File: src/sv/ipd_pkg.sv
// Shared package for the inversion-parity block.
// Sizes, the token that travels down the cell chain. No dependencies.
package ipd_pkg;

   localparam int unsigned MAX_ITEMS    = 1024;
   localparam int unsigned VALUE_W      = 32;
   localparam int unsigned INV_CNT_W    = 19;
   localparam int unsigned ITEM_CNT_W   = $clog2(MAX_ITEMS + 1);
   localparam int unsigned GREATER_W    = $clog2(MAX_ITEMS);

   typedef struct packed {
      logic                 valid;
      logic                 last;
      logic                 placed;
      logic                 dup;
      logic                 ovf;
      logic [GREATER_W-1:0] greater;
      logic [VALUE_W-1:0]   value;
   } token_type;

endpackage

File: src/sv/ipd_tail.sv
// End of the chain: sums per-request counts and holds the result register.
// Depends on ipd_pkg.
module ipd_tail (
   input  logic                     clock,
   input  logic                     reset,
   input  ipd_pkg::token_type       tok_in,
   output logic                     advance,
   output logic                     rsp_valid,
   input  logic                     rsp_stall,
   output logic                     rsp_sortable,
   output logic [ipd_pkg::INV_CNT_W-1:0] rsp_inversion_count,
   output logic                     rsp_has_duplicate,
   output logic                     rsp_overflowed
);
   import ipd_pkg::*;

   logic [INV_CNT_W-1:0] total_ff, total_in, sum;
   logic                 dup_ff, dup_in, dup_sum;
   logic                 ovf_ff, ovf_in, ovf_sum;
   logic                 valid_ff, valid_in;
   logic                 sortable_ff;
   logic [INV_CNT_W-1:0] count_ff;
   logic                 has_dup_ff, ovfl_ff;
   logic                 finish;

   assign advance = !valid_ff || !rsp_stall;
   assign sum     = total_ff + {{(INV_CNT_W-GREATER_W){1'b0}}, tok_in.greater};
   assign dup_sum = dup_ff || tok_in.dup;
   assign ovf_sum = ovf_ff || tok_in.ovf;
   assign finish  = tok_in.valid && tok_in.last;

   always_comb begin
      total_in = total_ff;
      dup_in   = dup_ff;
      ovf_in   = ovf_ff;
      valid_in = valid_ff && rsp_stall;
      if (tok_in.valid) begin
         total_in = sum;
         dup_in   = dup_sum;
         ovf_in   = ovf_sum;
      end
      if (finish) begin
         total_in = '0;
         dup_in   = 1'b0;
         ovf_in   = 1'b0;
         valid_in = 1'b1;
      end
   end

   always_ff @(posedge clock) begin
      if (reset) begin
         total_ff <= '0;
         dup_ff   <= 1'b0;
         ovf_ff   <= 1'b0;
         valid_ff <= 1'b0;
      end else if (advance) begin
         total_ff <= total_in;
         dup_ff   <= dup_in;
         ovf_ff   <= ovf_in;
         valid_ff <= valid_in;
      end
   end

   always_ff @(posedge clock) begin
      if (advance && finish) begin
         sortable_ff <= dup_sum || !sum[0];
         count_ff    <= sum;
         has_dup_ff  <= dup_sum;
         ovfl_ff     <= ovf_sum;
      end
   end

   assign rsp_valid           = valid_ff;
   assign rsp_sortable        = sortable_ff;
   assign rsp_inversion_count = count_ff;
   assign rsp_has_duplicate   = has_dup_ff;
   assign rsp_overflowed      = ovfl_ff;

endmodule

File: config.mk
export PLATFORM = sky130hd
export DESIGN_NAME = ipd_tail
export DESIGN_NICKNAME = d
export VERILOG_FILES = /design/src/sv/ipd_pkg.sv /design/src/sv/ipd_tail.sv
export SDC_FILE = /design/constraint.sdc
export NUM_CORES = 1
export LEC_CHECK = 0
export BUFFER_PORTS_ARGS = -buffer_cell sky130_fd_sc_hd__buf_2
export CORE_MARGIN = 3
export CORE_UTILIZATION = 45
export DETAILED_ROUTE_END_ITERATION = 10
export PLACE_DENSITY = 0.72
export SYNTH_ARGS = -nofsm -noshare
export SYNTH_HDL_FRONTEND = slang
export SYNTH_SLANG_ARGS = --single-unit
File: constraint.sdc
create_clock -name clock -period 1.95 [get_ports clock]
set_input_delay 0.2925 -clock clock [delete_from_list [all_inputs] [get_ports clock]]
set_output_delay 0.2925 -clock clock [all_outputs]
set_load 0.1 [all_outputs]
* Word level (Yosys, flattened, before mapping)
Index checks and enable logic that the tools add are counted.
Operators by class: muxes and demuxes 7, add/sub/neg operators 1, reduce and logical (&&, ||, !) cells 12
Operator list (number):
- 19-bit 2-to-1 mux | 2
- 19-bit by 10-bit adder with 19-bit output | 1
- 1-bit 2-to-1 mux | 5
- 1-bit logical OR | 4
- 1-bit logical AND | 3
- 1-bit logical NOT | 3
- 2-bit AND reduction | 1
- 2-bit nonzero test | 1
Word-level totals: bits of input ports 50, logic and storage cells 28, bits in registers 44

* Longest topological paths before layout
depth after elaboration 3, gate-level depth with buffers 10, gate-level depth less buffers 9

* Least setup slack after synthesis
OpenSTA, ideal clock, no wires.
path type register to register, start reg valid_ff, in the netlist rsp_valid, end reg has_dup_ff, in the netlist rsp_has_duplicate, enable pin, stages on the path, launching flop included 4, setup time 0.404 ns, path slack -1.394 ns, arrival 2.940 ns, buffers on the path 0, data required time 1.546 ns, clock period less this slack 3.344 ns, cells stage by stage dfxtp_1 nand2_1 nand2_1 nor2_1
On the way: longest elaborated chain between the ends 3
RTL lines:
- start: declaration | line ipd_tail.sv:20 | logic valid_ff, valid_in;
- start signal: assignment | line ipd_tail.sv:60 | valid_ff <= valid_in;
- 1-bit logical NOT | line ipd_tail.sv:26 | assign advance = !valid_ff || !rsp_stall;
- 1-bit logical OR | line ipd_tail.sv:26
- via advance | line ipd_tail.sv:7 | output logic advance,
- 1-bit logical AND | line ipd_tail.sv:65 | if (advance && finish) begin
- end signal: assignment | line ipd_tail.sv:68 | has_dup_ff <= dup_sum;
- end: declaration | line ipd_tail.sv:23 | logic has_dup_ff, ovfl_ff;
The timed path passes the listed nets, and every way through them passes these cells. A chain may end at the register's enable or synchronous reset.

* Final worst setup path
start reg total_ff[0], end reg count_ff[12], in the netlist rsp_inversion_count[12] (data pin)
On the way: longest elaborated chain between the ends 1
RTL lines:
- start: declaration | line ipd_tail.sv:17 | logic [INV_CNT_W-1:0] total_ff, total_in, sum;
- start signal: assignment | line ipd_tail.sv:57 | total_ff <= total_in;
- 19-bit by 10-bit adder with 19-bit output | line ipd_tail.sv:27 | assign sum = total_ff + {{(INV_CNT_W-GREATER_W){1'b0}}, tok_in.greater};
- via sum[12] | line ipd_tail.sv:17
- end signal: assignment | line ipd_tail.sv:67 | count_ff <= sum;
- end: declaration | line ipd_tail.sv:22 | logic [INV_CNT_W-1:0] count_ff;
The timed path passes the listed nets, and every way through them passes these cells.

==> flow_summary.ini <==
[timing]
post-route-min-period_ps = 2120
hold_violations = 0
fin_ws_ps = -168
post-route-period-util = 1.09
whs_ps = 256
tightest_slew_ps = 514
setup_tns_ps = -1030
slew_viol_final = 0
skew_ps = 4.89
slew_headroom = 0.657
rsz0062_at_grt = yes
setup_violations = 13
fmax_ghz = 0.472

[logic_synthesis]
synthArstFlopShare = 0
yosysTopAreaCell = edfxtp_1
ys_ff_latch = 44
synthFlopType = edfxtp_1
synth_top_area_frac = 0.296
netlist_instances = 217
ys_warn_count = 0
yosysSeqAreaShare = 0.493
syn_area_per_cell_um2 = 10.3
syn_area_mm2 = 0.00223
ys_types = 48
synth.area.top_cells = edfxtp_1, dfxtp_1, ha_1, xnor2_1, nand2_1
synth_fp_nets = 278
synth_edf_count = 22

[drt]
wl_per_cell_um = 14.2
drc_errors = 0
drtPass1Iterations = 4
antenna_left = 0
vias_per_cell = 5.33
wirelength_um = 5020
first_iter_violations = 106
vias = 1888

[clock_tree]
cts-root-buf = clkbuf_8
insertion_delay_ps = 290
clockBufferDepth = 2
cts_tree = built
cts-buffers-inserted = 5
clk_pin_slew_ps = 80
cts_sinks = 44
holdBufCountCts = 0
cts_htree_levels = 2

[global_route]
gr-total-overflow = 0
antenna_found_initial = 0
grt_pass1_wl_um = 8320
grt_max_degree = 26
first_global_vias = 1874
track_usage = 0.174

[job]
drv_cap = 0

[worst_setup_path]
path_max_fanout = 6
arrival_ps = 2160
cp-start-kind = flip-flop
worst_r2r_path_depth = 10
cp-end-kind = flip-flop
path_class = flip-flop to flip-flop
cp.required_ps = 1990

[layout]
layout_common_cells = buf_2, buf_4, edfxtp_1
drive_above_1_share = 0.446
finalNonFillerCells = 354
final_common_cell = buf_2
area_delta_synth_final_pct = 37.3
num_antenna_cells = 0
nets = 349

[placement]
hpwl_um = 3550
dp.cells = 341
gp_congestion = 0.915
pre_cts_ws_ps = -277
portBuffers = 40

[pwr]
leakagePower_nw = 1.20
netSwitchingFraction = 0.324
total_power_mw = 2.15
power.clock.fraction = 0.254
pwr-share-comb = 0.264
ir_drop_mv = 0.430
p_sw_uw = 699
intPower_mw = 1.45
p_per_area_mw_per_mm2 = 702
pwr-share-seq = 0.481

[die]
design.core.area_mm2 = 0.00456
initial_core_util = 0.489
die_w_um = 76.4
die_area_mm2 = 0.00584
num_rows = 24
die_y_um = 76.4
io_pins = 74

[status]
status = finished, violations left
violations = setup timing

[hold_path]
min_path_type = primary input to flip-flop
hold_depth = 3
## path summary, 6_finish.rpt
check / startpoint / endpoint / slack [ps]
worst max-delay path: total_ff[0] / rsp_inversion_count[12] / -170
worst min-delay path: tok_in[46] / rsp_valid / 260
worst max register to register: total_ff[0] / rsp_inversion_count[12] / -170
worst min register to register: total_ff[7] / total_ff[7] / 490
## cells in the mapped netlist, types with 2 or more instances
master and instances:
a32o_1 4, nand2_1 21, nor2b_1 2, nor3_1 10, nor2_1 16, and3_1 3, nand3_1 9, a22oi_1 4
xnor2_1 13, nand3b_1 2, o21ai_0 3, buf_2 3, a21oi_1 13, xor2_1 4, dfxtp_1 22, or3_1 5
edfxtp_1 22, clkbuf_1 4, inv_1 10, a21o_1 5, a31oi_1 6, ha_1 10
## stage by stage
step,cell area (um^2),util
after detailed placement,2740,0.599
after global placement,2740,0.599
final,3070,0.672
after CTS,2900,0.636
after floorplan,2280,-
after global routing,3070,0.672
## power by group through the flow
stage | clock [mW] | combinational (mW) | sequential [mW]
finish | 0.547 | 0.569 | 1.04
detailed placement | 0 | 0.515 | 1.05
global placement | 0 | 0.508 | 1.05
floorplan | 0 | 0.190 | 1.24
CTS | 0.569 | 0.536 | 1.03
global route | 0.598 | 0.610 | 1.04
## final cells by class
type / count / area (um^2)
fillers: 363 / 1500
multi-input cells: 154 / 1290
flip-flops and latches: 44 / 1110
repair buffers: 73 / 460
well taps: 65 / 81.3
clock buffers: 6 / 72.6
inverters: 10 / 37.5
clock inverters: 2 / 11.3
## sequential cells by signal, indices dropped and copies added, names as in the netlist
| name | count |
|---|---|
| rsp_inversion_count | 19 |
| dup_ff | 1 |
| rsp_overflowed | 1 |
| rsp_valid | 1 |
| rsp_has_duplicate | 1 |
| rsp_sortable | 1 |
| total_ff | 19 |
| ovf_ff | 1 |
## logic make-up after synthesis
kind of cell	after synthesis	share of synthesized area
xor gates and xnor gates	17	0.0667
and+or+nand+nor	79	0.184
DFF	44	0.493
adders and majority gates	11	0.0650
buffers and inverters	19	0.0342
AOI/OAI and AO/OA	47	0.157
## worst max-delay path: stages, from the launching register on
cell and delay, ps:
dfxtp_2 360, ha_4 140, inv_2 40, fa_2 360, nor2b_4 140, o21bai_2 80
a21oi_2 200, buf_4 140, or2_4 170, nand3_4 90, xnor2_1 150
## what timing repair did
item | CTS | global route
buffers inserted | 2 | 3
gates resized for setup | 12 | 27
gates cloned | 0 | 0
pin swaps | 3 | 16
setup endpoints to repair | 15 | 25
## per-layer routing
layer | global-route usage | up-vias | share of wire
met1 | 0.205 | 907 | 0.43
met3 | 0.0390 | 6 | 0.043
met5 | 0 | - | 0
met2 | 0.315 | 45 | 0.51
met4 | 0.0453 | 0 | 0.0094
li1 | - | 930 | -
No activity file was read; power rests on OpenSTA's default activity.
