File: src/sv/ipd_pkg.sv
// Shared package for the inversion-parity block.
// Sizes, the token that travels down the cell chain. No dependencies.
package ipd_pkg;

   localparam int unsigned MAX_ITEMS    = 1024;
   localparam int unsigned VALUE_W      = 32;
   localparam int unsigned INV_CNT_W    = 19;
   localparam int unsigned ITEM_CNT_W   = $clog2(MAX_ITEMS + 1);
   localparam int unsigned GREATER_W    = $clog2(MAX_ITEMS);

   typedef struct packed {
      logic                 valid;
      logic                 last;
      logic                 placed;
      logic                 dup;
      logic                 ovf;
      logic [GREATER_W-1:0] greater;
      logic [VALUE_W-1:0]   value;
   } token_type;

endpackage

File: src/sv/ipd_cell.sv
// One cell of the chain: holds one earlier value and compares passing requests.
// Depends on ipd_pkg.
module ipd_cell (
   input  logic              clock,
   input  logic              reset,
   input  logic              advance,
   input  ipd_pkg::token_type tok_in,
   output ipd_pkg::token_type tok_out
);
   import ipd_pkg::*;

   token_type            tok_ff, tok_in_next;
   logic                 held_ff, held_in;
   logic [VALUE_W-1:0]   held_value_ff, held_value_in;
   logic                 live;

   assign live = tok_in.valid && !tok_in.placed;

   always_comb begin
      tok_in_next   = tok_in;
      held_in       = held_ff;
      held_value_in = held_value_ff;
      if (live && held_ff) begin
         if ($signed(held_value_ff) > $signed(tok_in.value)) begin
            tok_in_next.greater = tok_in.greater + GREATER_W'(1);
         end else if (held_value_ff == tok_in.value) begin
            tok_in_next.dup = 1'b1;
         end
      end else if (live) begin
         tok_in_next.placed = 1'b1;
         held_in            = 1'b1;
         held_value_in      = tok_in.value;
      end
      // end of sequence empties the cell behind the final request
      if (tok_in.valid && tok_in.last) begin
         held_in = 1'b0;
      end
   end

   always_ff @(posedge clock) begin
      if (reset) begin
         tok_ff.valid <= 1'b0;
         held_ff      <= 1'b0;
      end else if (advance) begin
         tok_ff        <= tok_in_next;
         held_ff       <= held_in;
         held_value_ff <= held_value_in;
      end
   end

   assign tok_out = tok_ff;

endmodule

File: config.mk
export PLATFORM = sky130hd
export DESIGN_NAME = ipd_cell
export DESIGN_NICKNAME = d
export VERILOG_FILES = /design/src/sv/ipd_pkg.sv /design/src/sv/ipd_cell.sv
export SDC_FILE = /design/constraint.sdc
export NUM_CORES = 1
export LEC_CHECK = 0
export BUFFER_PORTS_ARGS = -buffer_cell sky130_fd_sc_hd__buf_2
export CORE_MARGIN = 10
export CORE_UTILIZATION = 52
export CTS_BUF_LIST = sky130_fd_sc_hd__clkbuf_16
export DETAILED_ROUTE_END_ITERATION = 16
export PLACE_DENSITY = 0.8
export SKIP_LAST_GASP = 1
export SYNTH_ARGS = -nofsm -noshare
export SYNTH_HDL_FRONTEND = slang
export SYNTH_SLANG_ARGS = --single-unit
File: constraint.sdc
create_clock -name clock -period 8.3 [get_ports clock]
set_input_delay 1.66 -clock clock [delete_from_list [all_inputs] [get_ports clock]]
set_output_delay 1.66 -clock clock [all_outputs]
set_load 0.01 [all_outputs]
== Yosys cells after proc, flatten, opt, wreduce, memory -nomap -nowiden ==
Cells that the tools add are included.
Storage, ports and cells
  word-level logic and storage cells: 33
  register bits: 80
  input port bits: 50
  output and inout port bits: 47
Cells by class
  bitwise operators: 2
  muxes and demuxes: 10
  order comparisons: 1
  reduce and logical (&&, ||, !) cells: 8
  eq/ne operators: 2
  $add $sub $neg: 1
Operators by type and width (number)
  $eq A32 B32 Y1: 1
  $gt A32 B32 Y1: 1
  $mux W10: 2
  $add A10 B1 Y10 const B: 1
  $mux W1: 8
  $reduce_and A4 Y1: 1
  $logic_and A1 B1 Y1: 3
  $reduce_and A3 Y1: 1
  $ne A2 B1 Y1 const B: 1
  $not A1 Y1: 2
  $reduce_and A2 Y1: 1
  $reduce_bool A2 Y1: 1
  $logic_not A1 Y1: 1

== Depth between registers and ports, before layout ==
Gate-level depths: netlist (run 1).
  depth in word-level cells: 5
  depth in mapped cells: 10
  depth with buffers taken out: 10

== Least setup slack after synthesis (run 1) ==
Ideal clock, no wire load.
  kind: in2reg
  start: in reset
  end: reg held_value_ff[0] (enable)
  path buffers: 0
  data arrival time: 6.241 ns
  library setup time: 0.468 ns
  path slack: 1.591 ns
  required time: 7.832 ns
  stages: 2
  cell sequence: nor2b_1 nor3b_1
On the way
  longest elaborated chain between the ends: 2
Ends and longest elaborated chain
  start, declared: line ipd_cell.sv:5  | input logic reset,
  $not A1 Y1 (no line)
  $reduce_and A4 Y1 (no line)
  end signal, assigned: line ipd_cell.sv:47  | held_value_ff <= held_value_in;
  end, declared: line ipd_cell.sv:14  | logic [VALUE_W-1:0] held_value_ff, held_value_in;
No other way between the ends.
A chain may end at the register's enable or synchronous reset.

==> results.md, run 1 <==
- Synth Flop Type: edfxtp_1
- Post-synthesis simple-gate area fraction: 0.0765
- Most frequent CP cell: mux2_4
- Setup bufs post-CTS: 0
- Latest clock arrival within the worst-skew pair: 0.32 ns
- VDD IR max: 0.130 mV
- TritonCTS Sinks: 80
- Worst hold-check path type: register to register
- Initial antenna violation count: 0
- CTS Hold Buffers Added: 0
- Vias: 2212
- Hold Vio Cnt, Final: 0
- Slew @ Worst Pin: 0.609 ns
- Starting density of the core: 0.540
- Synth Area in XOR/XNOR: 0.0227
- Area of the multi-input gates: 971 um^2
- GRT Total Usage: 0.143
- IO Pins: 97
- Die Ht: 102 um
- Adder-cell share of the synthesized area: 0.119
- Biggest area consumer among synthesized cells: edfxtp_1
- Pwr per Cell Area: 211 mW/mm^2
- Syn Std Cell Area: 0.00347 mm^2
- FF+latch area: 0.00238 mm^2
- Mux contribution to synthesized area: 0.00866
- Crit path arrival time: 3.98 ns
- Largest family of logic cells by synthesized area: adder cells
- Min Tclk post-route: 3.91 ns
- Die width: 102 um
- Mapped Cells: 232
- Most instantiated cells after synthesis: edfxtp_1, inv_1, ha_1
- Mapped Nets: 315
- Filler instances: 460
- Most common cell in the netlist: edfxtp_1
- Total leakage power: 1.91 nW
- Setup TNS Final: 0 ns
- Synth warn: 0
- ANT nets after route: 0
- Syn Area/Cell: 14.9 um^2
- Site Rows: 29
- Ys async rst share: 0
- Final Instance Area: 0.00435 mm^2
- DR pass1 iterations: 4
- CP max FO: 10
- Sequential-to-total area share from yosys stat: 0.687
- Required time worst endpoint: 8.37 ns
- Crit path largest cell delay: 0.42 ns
- Root Buffer: clkbuf_16
- Number of buffers created by CTS: 9
- Library cells used by synthesis: 29
- Total Wirelength: 7380 um
- HP Start: tok_out[46]$_SDFFE_PP0P_
- Grt total ovfl: 0
- CP endpoint kind: register
- Final nets: 424
- Final Cycle Share: 0.472
- First-pass GRT wire length: 11300 um
- Slew Limit Fails: 0
- Core box area: 0.00642 mm^2
- WS Path Type: primary input to register
- Relative slew margins: 0.594
- Status: completed
- Vias in the first global route: 2340
- MaxCap Viol Count: 0
- Max Root-Sink Buffers: 2
- Compound-Gate Fraction of Synth Area: 0.0494
- RSZ-0062 raised after global routing: false
- Worst Setup SP: tok_in[19]
- Critical Path, Cell by Cell: buf_2 -> inv_1 -> ha_1 -> a21oi_1 -> o21ai_1 -> a221o_1 -> a2111oi_2 -> nand2_1 -> mux2_4 -> mux2_4
- Synthesis-to-layout area growth: 25.4%
- Pin count of the biggest net entering global routing: 47
- Post-DP Area: 0.00407 mm^2
- Dpl hpwl: 5620 um
- Worst reg2reg startpoint: held_value_ff[19]$_DFFE_PP_
- Crit path max-delay cell type: a2111oi_2
- Average via count per standard cell: 5.24
- IO buf count: 96
- Gpl congestion: 0.757
- Iter 0 DRT Violations: 56
- Post-synth EDFFs: 78
- Clock Pin Slew Worst Setup and Hold Paths: 0.06 ns
- Wirelength per Cell: 17.5 um
- DRC: 0
- Htree depth: 3
- Ant. Diodes: 0
- Synth area leaders: edfxtp_1, ha_1, inv_1, xnor2_1, a21oi_1
- Post_cts resized: 0
- CP Launch Type: primary input
- Share of layout cells above drive strength 1: 0.336
- Final Skew: 0.00402 ns
- Yosys reg bits: 80
- CTS tree: yes
- Die area: 0.0103 mm^2
- Setup-failing EPs final: 0
- Fmax achieved: 0.256 GHz
- Share of the synthesized area in the top cell type: 0.675
[critical path, delay by kind of cell]
family,cells,cell delay (ns)
compound gates,4,1.05
mux,2,0.68
fa+ha+maj,1,0.31
buf+inv,2,0.14
simple gates,1,0.12
[state kept, by name, indices dropped and copies added (netlist names)]
signal	count
held_ff	1
tok_out	47
held_value_ff	32
[final cells by class]
class,count,area share
Timing Repair Buffer,98,0.114
Clock buffer,9,0.0518
Clock inverter,6,0.0121
Inverter,34,0.0293
Tap cell,77,0.0221
Multi-Input combinational cell,118,0.223
Sequential cell,80,0.548
[cell families (layout without fill, tap and decap cells)]
kind of cell / count (synthesis) / count (layout)
AO/OA/AOI/OAI: 26 / 26
AND/OR/NAND/NOR: 48 / 48
multiplexers: 2 / 2
buffers and inverters: 34 / 147
flip-flops: 80 / 80
XOR/XNOR: 9 / 9
adder cells (fa/ha/maj): 33 / 33
[cell usage in the layout, fill, tap and decap left out, drive strengths merged, types with 3 or more instances in the layout]
| cell type | Yosys | layout |
|---|---|---|
| buf | 0 | 98 |
| a21o | 3 | 3 |
| edfxtp | 78 | 78 |
| inv | 34 | 35 |
| nand2b | 3 | 3 |
| clkbuf | 0 | 9 |
| nand4 | 10 | 10 |
| nor3b | 3 | 3 |
| nand3 | 6 | 6 |
| xnor2 | 8 | 8 |
| nand2 | 10 | 10 |
| a21oi | 13 | 13 |
| clkinv | 0 | 4 |
| ha | 33 | 33 |
| nor2 | 5 | 5 |
| and3 | 4 | 4 |
[layer usage]
layer  track usage  up-vias  routed length (um)  share of wire
met2         0.252       64                3830           0.52
met3        0.0524        7                 505          0.068
li1              -     1088                   -              -
met1         0.157     1053                2960           0.40
met4        0.0473        0                  80          0.011
met5             0        -                   0              0
[final timing paths]
check | end | slack (ns) | cells past startpoint
max | tok_out[33]$_DFFE_PP_ | 4.39 | 10
min | tok_out[46]$_SDFFE_PP0P_ | 0.46 | 2
max reg2reg | tok_out[33]$_DFFE_PP_ | 5.49 | 8
min reg2reg | tok_out[46]$_SDFFE_PP0P_ | 0.46 | 2
[where the power goes]
part           switching, mW  internal (mW)  total, mW
Combinational         0.0460         0.0330     0.0789
Sequential           0.00424          0.464      0.468
Clock                  0.141          0.227      0.369
[stage by stage]
stage	power (mW)	util	hold WS, ns	instances	setup WS (ns)
detailed placement	0.557	0.634	0.456	407	4.05
floorplan	0.515	-	0.479	232	1.59
global placement	0.553	0.634	0.457	407	4.11
finish	0.916	0.677	0.465	422	4.39
global route	0.950	0.677	0.483	422	4.27
CTS	0.926	0.677	0.466	422	4.39
(Power assumes the default switching activity.)
==> run 2, diff against run 1 <==
- ABC_AREA: not set -> 1
- CORE_UTILIZATION: 52 -> 47
- PLACE_DENSITY: 0.8 -> 0.75
- clock period: 8.3 -> 3.6 ns (I/O delays scaled with it)
==> run 2 against run 1 <==
Design area is 6.1% higher. Largest cell class unchanged. Clock power is 140% higher. Sequential share of layout area is 3.2 points lower. Highest routed layer unchanged. Final cell count is 25% higher. Critical path depth is 3 higher. Combinational power grew to 2.5 times the previous value. Setup slack worse by 3.0 ns. Critical endpoint is now tok_out[32]$_DFFE_PP_. Synthesized area is 6.3% higher.
==> results.md, run 2 <==
- Post_cts resized: 0 (unchanged)
- First-pass GRT wire length: 12400 um (+9.0%)
- Ys async rst share: 0 (unchanged)
- Crit path largest cell delay: 0.37 ns (-0.05 ns)
- Number of buffers created by CTS: 9 (unchanged)
- Total Wirelength: 7370 um (about the same)
- Synthesis-to-layout area growth: 25.2%
- Syn Area/Cell: 11.9 um^2 (-20%)
- Clock Pin Slew Worst Setup and Hold Paths: 0.06 ns (about the same)
- Setup-failing EPs final: 0 (unchanged)
- Status: completed
- Sequential-to-total area share from yosys stat: 0.646 (-0.0408)
- Syn Std Cell Area: 0.00369 mm^2 (+6.3%)
- GRT Total Usage: 0.133 (-0.0102)
- IO buf count: 96 (unchanged)
- Final nets: 502 (+18%)
- Min Tclk post-route: 2.26 ns
- Library cells used by synthesis: 25 (-14%)
- Synth warn: 0 (unchanged)
- Vias in the first global route: 2632 (+12%)
- Iter 0 DRT Violations: 90 (+61%)
- Slew Limit Fails: 0 (unchanged)
- Fmax achieved: 0.443 GHz
- Most frequent CP cell: nand2_1
- Ant. Diodes: 0 (unchanged)
- Root Buffer: clkbuf_16
- Share of layout cells above drive strength 1: 0.302 (-0.0343)
- Gpl congestion: 0.749 (-1.1%)
- Core box area: 0.00769 mm^2 (+20%)
- CTS Hold Buffers Added: 0 (unchanged)
- Wirelength per Cell: 14.0 um (-20%)
- Site Rows: 32 (+10%)
- MaxCap Viol Count: 0 (unchanged)
- Die Ht: 109 um (+6.8%)
- CP endpoint kind: register
- Share of the synthesized area in the top cell type: 0.635 (-0.0401)
- Post-synth EDFFs: 78 (unchanged)
- Yosys reg bits: 80 (unchanged)
- TritonCTS Sinks: 80 (unchanged)
- Crit path arrival time: 2.34 ns (-1.64 ns)
- RSZ-0062 raised after global routing: false
- Latest clock arrival within the worst-skew pair: 0.33 ns (about the same)
- DRC: 0 (unchanged)
- Pin count of the biggest net entering global routing: 33 (-30%)
- Synth area leaders: edfxtp_1, ha_1, inv_1, nand2_1, a21oi_1
- Average via count per standard cell: 4.76 (-9.3%)
- CP Launch Type: primary input
- Final Instance Area: 0.00462 mm^2 (+6.1%)
- Most common cell in the netlist: edfxtp_1
- Die width: 109 um (+6.8%)
- Final Skew: 0.00711 ns (+0.00309 ns)
- Critical Path, Cell by Cell: buf_2 -> inv_1 -> ha_1 -> nand2_1 -> nor2_2 -> nand2_1 -> inv_1 -> a21oi_2 -> nand2_2 -> nand2_2 -> nand2_4 -> o21ai_0 -> nand2_1
- Max Root-Sink Buffers: 2 (unchanged)
- Starting density of the core: 0.480 (-0.0604)
- Slew @ Worst Pin: 0.527 ns (-0.0825 ns)
- Mapped Nets: 393 (+25%)
- Final Cycle Share: 0.627
- Post-DP Area: 0.00433 mm^2 (+6.3%)
- Initial antenna violation count: 0 (unchanged)
- Filler instances: 671 (+46%)
- CTS tree: yes
- Total leakage power: 2.13 nW (+12%)
- Pwr per Cell Area: 465 mW/mm^2 (+120%)
- ANT nets after route: 0 (unchanged)
- CP max FO: 5 (-5)
- Setup TNS Final: 0 ns (unchanged)
- Biggest area consumer among synthesized cells: edfxtp_1
- Vias: 2502 (+13%)
- Worst hold-check path type: register to register
- DR pass1 iterations: 4 (unchanged)
- WS Path Type: primary input to register
- Required time worst endpoint: 3.68 ns (-4.69 ns)
- Hold Vio Cnt, Final: 0 (unchanged)
- Relative slew margins: 0.648 (+0.0542)
- Synth Flop Type: edfxtp_1
- IO Pins: 97 (unchanged)
- Die area: 0.0118 mm^2 (+14%)
- Grt total ovfl: 0 (unchanged)
- Htree depth: 3 (unchanged)
- Largest register FFs: 47 (unchanged)
- Mapped Cells: 310 (+34%)
- Most frequent cells in the layout: buf_2, edfxtp_1, inv_1
- Crit path max-delay cell type: ha_1
- Setup bufs post-CTS: 0 (unchanged)
- Most instantiated cells after synthesis: edfxtp_1, inv_1, nand2_1
- Dpl hpwl: 5840 um (+3.8%)
- Most common cell after layout, fill and taps aside: buf_2
- VDD IR max: 0.322 mV (+150%)
## run 2: power by group
group / internal (mW) / switching, mW / leakage [nW]
logic: 0.0778 / 0.122 / 1.26
registers: 1.07 / 0.00924 / 0.738
clock network: 0.529 / 0.339 / 0.138
## run 2: area by class of cell
type / instances / area, um^2 / area share
tap: 102 / 128 / 0.0276
clock inverter: 7 / 62.6 / 0.0136
sequential: 80 / 2380 / 0.516
inverter: 62 / 233 / 0.0504
timing repair buffer: 98 / 495 / 0.107
multi-input combinational: 168 / 1090 / 0.236
clock buffer: 9 / 225 / 0.0488
## run 2: through the flow
| step | hold slack (ns) | util | instances | worst slack [ns] | power (mW) |
|---|---|---|---|---|---|
| 6_report | 0.470 | 0.601 | 526 | 1.34 | 2.15 |
| 3_3_place_gp | 0.447 | 0.563 | 510 | 1.03 | 1.29 |
| 2_1_floorplan | 0.438 | - | 310 | 0.440 | 1.20 |
| 3_5_place_dp | 0.464 | 0.563 | 510 | 0.996 | 1.30 |
| 5_1_grt | 0.493 | 0.601 | 526 | 1.17 | 2.25 |
| 4_1_cts | 0.472 | 0.601 | 526 | 1.34 | 2.17 |
## run 2: path summary, 6_finish.rpt
check | startpoint | endpoint | slack, ns | depth (start not counted)
max | tok_in[31] | tok_out[32]$_DFFE_PP_ | 1.34 | 13
min | tok_out[46]$_SDFFE_PP0P_ | tok_out[46]$_SDFFE_PP0P_ | 0.47 | 2
max reg2reg | held_value_ff[31]$_DFFE_PP_ | tok_out[34]$_DFFE_PP_ | 1.52 | 12
min reg2reg | tok_out[46]$_SDFFE_PP0P_ | tok_out[46]$_SDFFE_PP0P_ | 0.47 | 2
## run 2: metal layers
metal | wire (um) | GRT usage
met5 | 0 | 0
met4 | 156 | 0.0612
met3 | 609 | 0.0500
met2 | 3620 | 0.220
met1 | 2990 | 0.150
## run 2: logic make-up after synthesis
group,Yosys count,synth area share
compound gates,25,0.0387
fa+ha+maj,33,0.112
xor+xnor,1,0.00238
buf+inv,62,0.0631
simple gates,109,0.138
flops,80,0.646
## run 2: worst max-delay path, delay by kind of cell
| kind | cells | cell delay [ns] |
|---|---|---|
| simple gates | 7 | 0.66 |
| fa+ha+maj | 1 | 0.37 |
| buf+inv | 3 | 0.23 |
| compound gates | 2 | 0.36 |
==> run 3, diff against run 2 <==
- clock period: 3.6 -> 1.9 ns (I/O delays scaled with it)
==> run 3 against run 2 <==
Design area up 7.6%. The flow now finishes with violations (negative setup slack). Critical endpoint is now tok_out[33]$_DFFE_PP_. Non-clock buffer count up 29. Setup slack worse by 1.4 ns. Largest power group unchanged.
==> results.md, run 3 (synthesis results as in run 2) <==
- Final Cycle Share: 1.05
- Final nets: 531 (+5.8%)
- IO Pins: 97 (unchanged)
- Worst hold slack: 0.251 ns (-0.218 ns)
- Htree depth: 3 (unchanged)
- Post-Layout Cell Count: 555 (+5.5%)
- CP max FO: 5 (unchanged)
- DRC: 0 (unchanged)
- Die width: 109 um (unchanged)
- Slew Limit Fails: 0 (unchanged)
- Worst Hold Depth: 1 (-1)
- Placed cells: 539 (+5.7%)
- Status: complete, but fails checks
- Hold Path End: tok_out[4]$_DFFE_PP_
- Core box area: 0.00769 mm^2 (unchanged)
- Vias in the first global route: 2825 (+7.3%)
- Setup-failing EPs final: 10 (+10)
- Setup TNS Final: -0.723 ns (-0.723 ns)
- Grt total ovfl: 0 (unchanged)
- Hold Vio Cnt, Final: 0 (unchanged)
- Setup bufs post-CTS: 0 (unchanged)
- Worst hold-check path type: primary input to register
- Initial antenna violation count: 0 (unchanged)
- Worst setup slack after layout: -0.0970 ns (-1.44 ns)
- Synthesis-to-layout area growth: 34.7%
- First-pass GRT wire length: 13100 um (+5.8%)
- Pwr per Cell Area: 805 mW/mm^2 (+73%)
- Most common cell after layout, fill and taps aside: buf_2
- TritonCTS Sinks: 80 (unchanged)
- R2R Setup Slk: -0.1 ns (-1.62 ns)
- Min Tclk post-route: 2.00 ns
- CP endpoint kind: register
- Failing checks: negative setup slack
- RSZ-0062 raised after global routing: true
- Share of layout cells above drive strength 1: 0.400 (+0.0977)
- Latest clock arrival within the worst-skew pair: 0.33 ns (about the same)
- MaxCap Viol Count: 0 (unchanged)
- Ant. Diodes: 0 (unchanged)
- DR pass1 iterations: 5 (+1)
- Relative slew margins: 0.715 (+0.0669)
- Die Ht: 109 um (unchanged)
- Root Buffer: clkbuf_16
- WS Path Type: register to register
- Iter 0 DRT Violations: 85 (-5.6%)
- Clock Pin Slew Worst Setup and Hold Paths: 0.06 ns (about the same)
- Cells on worst reg2reg path: 10 (-2)
- HP Start: tok_in[4]
- CP Launch Type: register
- Most frequent cells in the layout: buf_2, edfxtp_1, inv_1
- Crit path arrival time: 2.08 ns (-0.26 ns)
- Number of buffers created by CTS: 9 (unchanged)
- IO buf count: 96 (unchanged)
- Starting density of the core: 0.480 (unchanged)
- Gpl congestion: 0.794 (+6.1%)
- Reg2reg end: tok_out[33]$_DFFE_PP_
- Vias: 2646 (+5.8%)
- Final Skew: 0.00692 ns (-0.000195 ns)
- Max Root-Sink Buffers: 2 (unchanged)
- Fmax achieved: 0.501 GHz
- Site Rows: 32 (unchanged)
- Dpl hpwl: 6120 um (+4.8%)
- Required time worst endpoint: 1.98 ns (-1.70 ns)
- Wirelength per Cell: 14.4 um (+2.8%)
- Total Wirelength: 8000 um (+8.5%)
- Pin count of the biggest net entering global routing: 31 (-6.1%)
- CTS tree: yes
- VDD IR max: 0.561 mV (+74%)
- Die area: 0.0118 mm^2 (unchanged)
- GRT Total Usage: 0.140 (+0.00725)
- ANT nets after route: 0 (unchanged)
- Largest register FFs: 47 (unchanged)
- Worst reg2reg startpoint: held_value_ff[29]$_DFFE_PP_
- Average via count per standard cell: 4.77 (+0.23%)
- Total leakage power: 2.29 nW (+7.5%)
- Slew @ Worst Pin: 0.427 ns (-0.0991 ns)
-- run 3: changes by cell type in the layout (fill, tap and decap cells not counted), sizes merged --
cell,delta
buf,+29
inv,+2
bufinv,-1
clkinv,-1
-- run 3: what timing repair did --
item / in CTS / in global routing
pin swaps: 11 / 9
endpoints found under the setup margin: 10 / 10
hold buffers: 0 / 0
resized for setup: 15 / 21
-- run 3: metrics by stage --
| step | power [mW] | util | cell area (um^2) | setup WS, ns |
|---|---|---|---|---|
| 2_1_floorplan | 2.29 | - | 3720 | 0.00568 |
| 3_3_place_gp | 2.49 | 0.594 | 4560 | -0.260 |
| 3_5_place_dp | 2.51 | 0.594 | 4560 | -0.300 |
| 4_1_cts | 4.02 | 0.635 | 4880 | -0.0905 |
| 5_1_grt | 4.18 | 0.646 | 4970 | -0.224 |
| 6_report | 4.00 | 0.646 | 4970 | -0.0970 |
-- run 3: final cells by class --
type                            instances  area, um^2
Clock inverter                          7        31.3
Clock buffer                            9         225
Timing Repair Buffer                  127         713
Tap cell                              102         128
Inverter                               62         233
Multi-Input combinational cell        168        1250
Fill cell                             622        2720
Sequential cell                        80        2380
-- run 3: critical path, stage by stage (launching register included) --
cell      delay (ns)
edfxtp_1        0.37
ha_1            0.30
a21oi_1         0.18
o21a_1          0.13
nand2_1         0.08
a21oi_4         0.23
nand2_4         0.09
nand2_4         0.09
nand2_4         0.07
nor2_4          0.15
o21ai_1         0.07
-- run 3: routing by layer --
layer  GRT usage  routed length [um]  part of all wire
met1       0.160                3220              0.40
met2       0.232                3970              0.50
met3      0.0529                 689             0.086
met4      0.0584                 124             0.016
met5           0                   0                 0
-- run 3: worst max path at each step --
| stage | from | end | slack, ns | cells past startpoint |
|---|---|---|---|---|
| finish | held_value_ff[29]$_DFFE_PP_ | tok_out[33]$_DFFE_PP_ | -0.1 | 10 |
| global route | held_value_ff[21]$_DFFE_PP_ | tok_out[36]$_DFFE_PP_ | -0.22 | 12 |
| CTS | held_value_ff[23]$_DFFE_PP_ | tok_out[37]$_DFFE_PP_ | -0.09 | 12 |
| detailed placement | tok_in[17] | tok_out[35]$_DFFE_PP_ | -0.30 | 15 |
| global placement | tok_in[23] | tok_out[32]$_DFFE_PP_ | -0.26 | 12 |
| floorplan | tok_in[23] | tok_out[32]$_DFFE_PP_ | 0.006 | 11 |
-- run 3: where the power goes --
part	total (mW)	internal, mW	switching [mW]
sequential	2.05	2.03	0.0200
clock	1.50	0.858	0.640
combinational	0.456	0.195	0.261
total	4.00	3.08	0.921
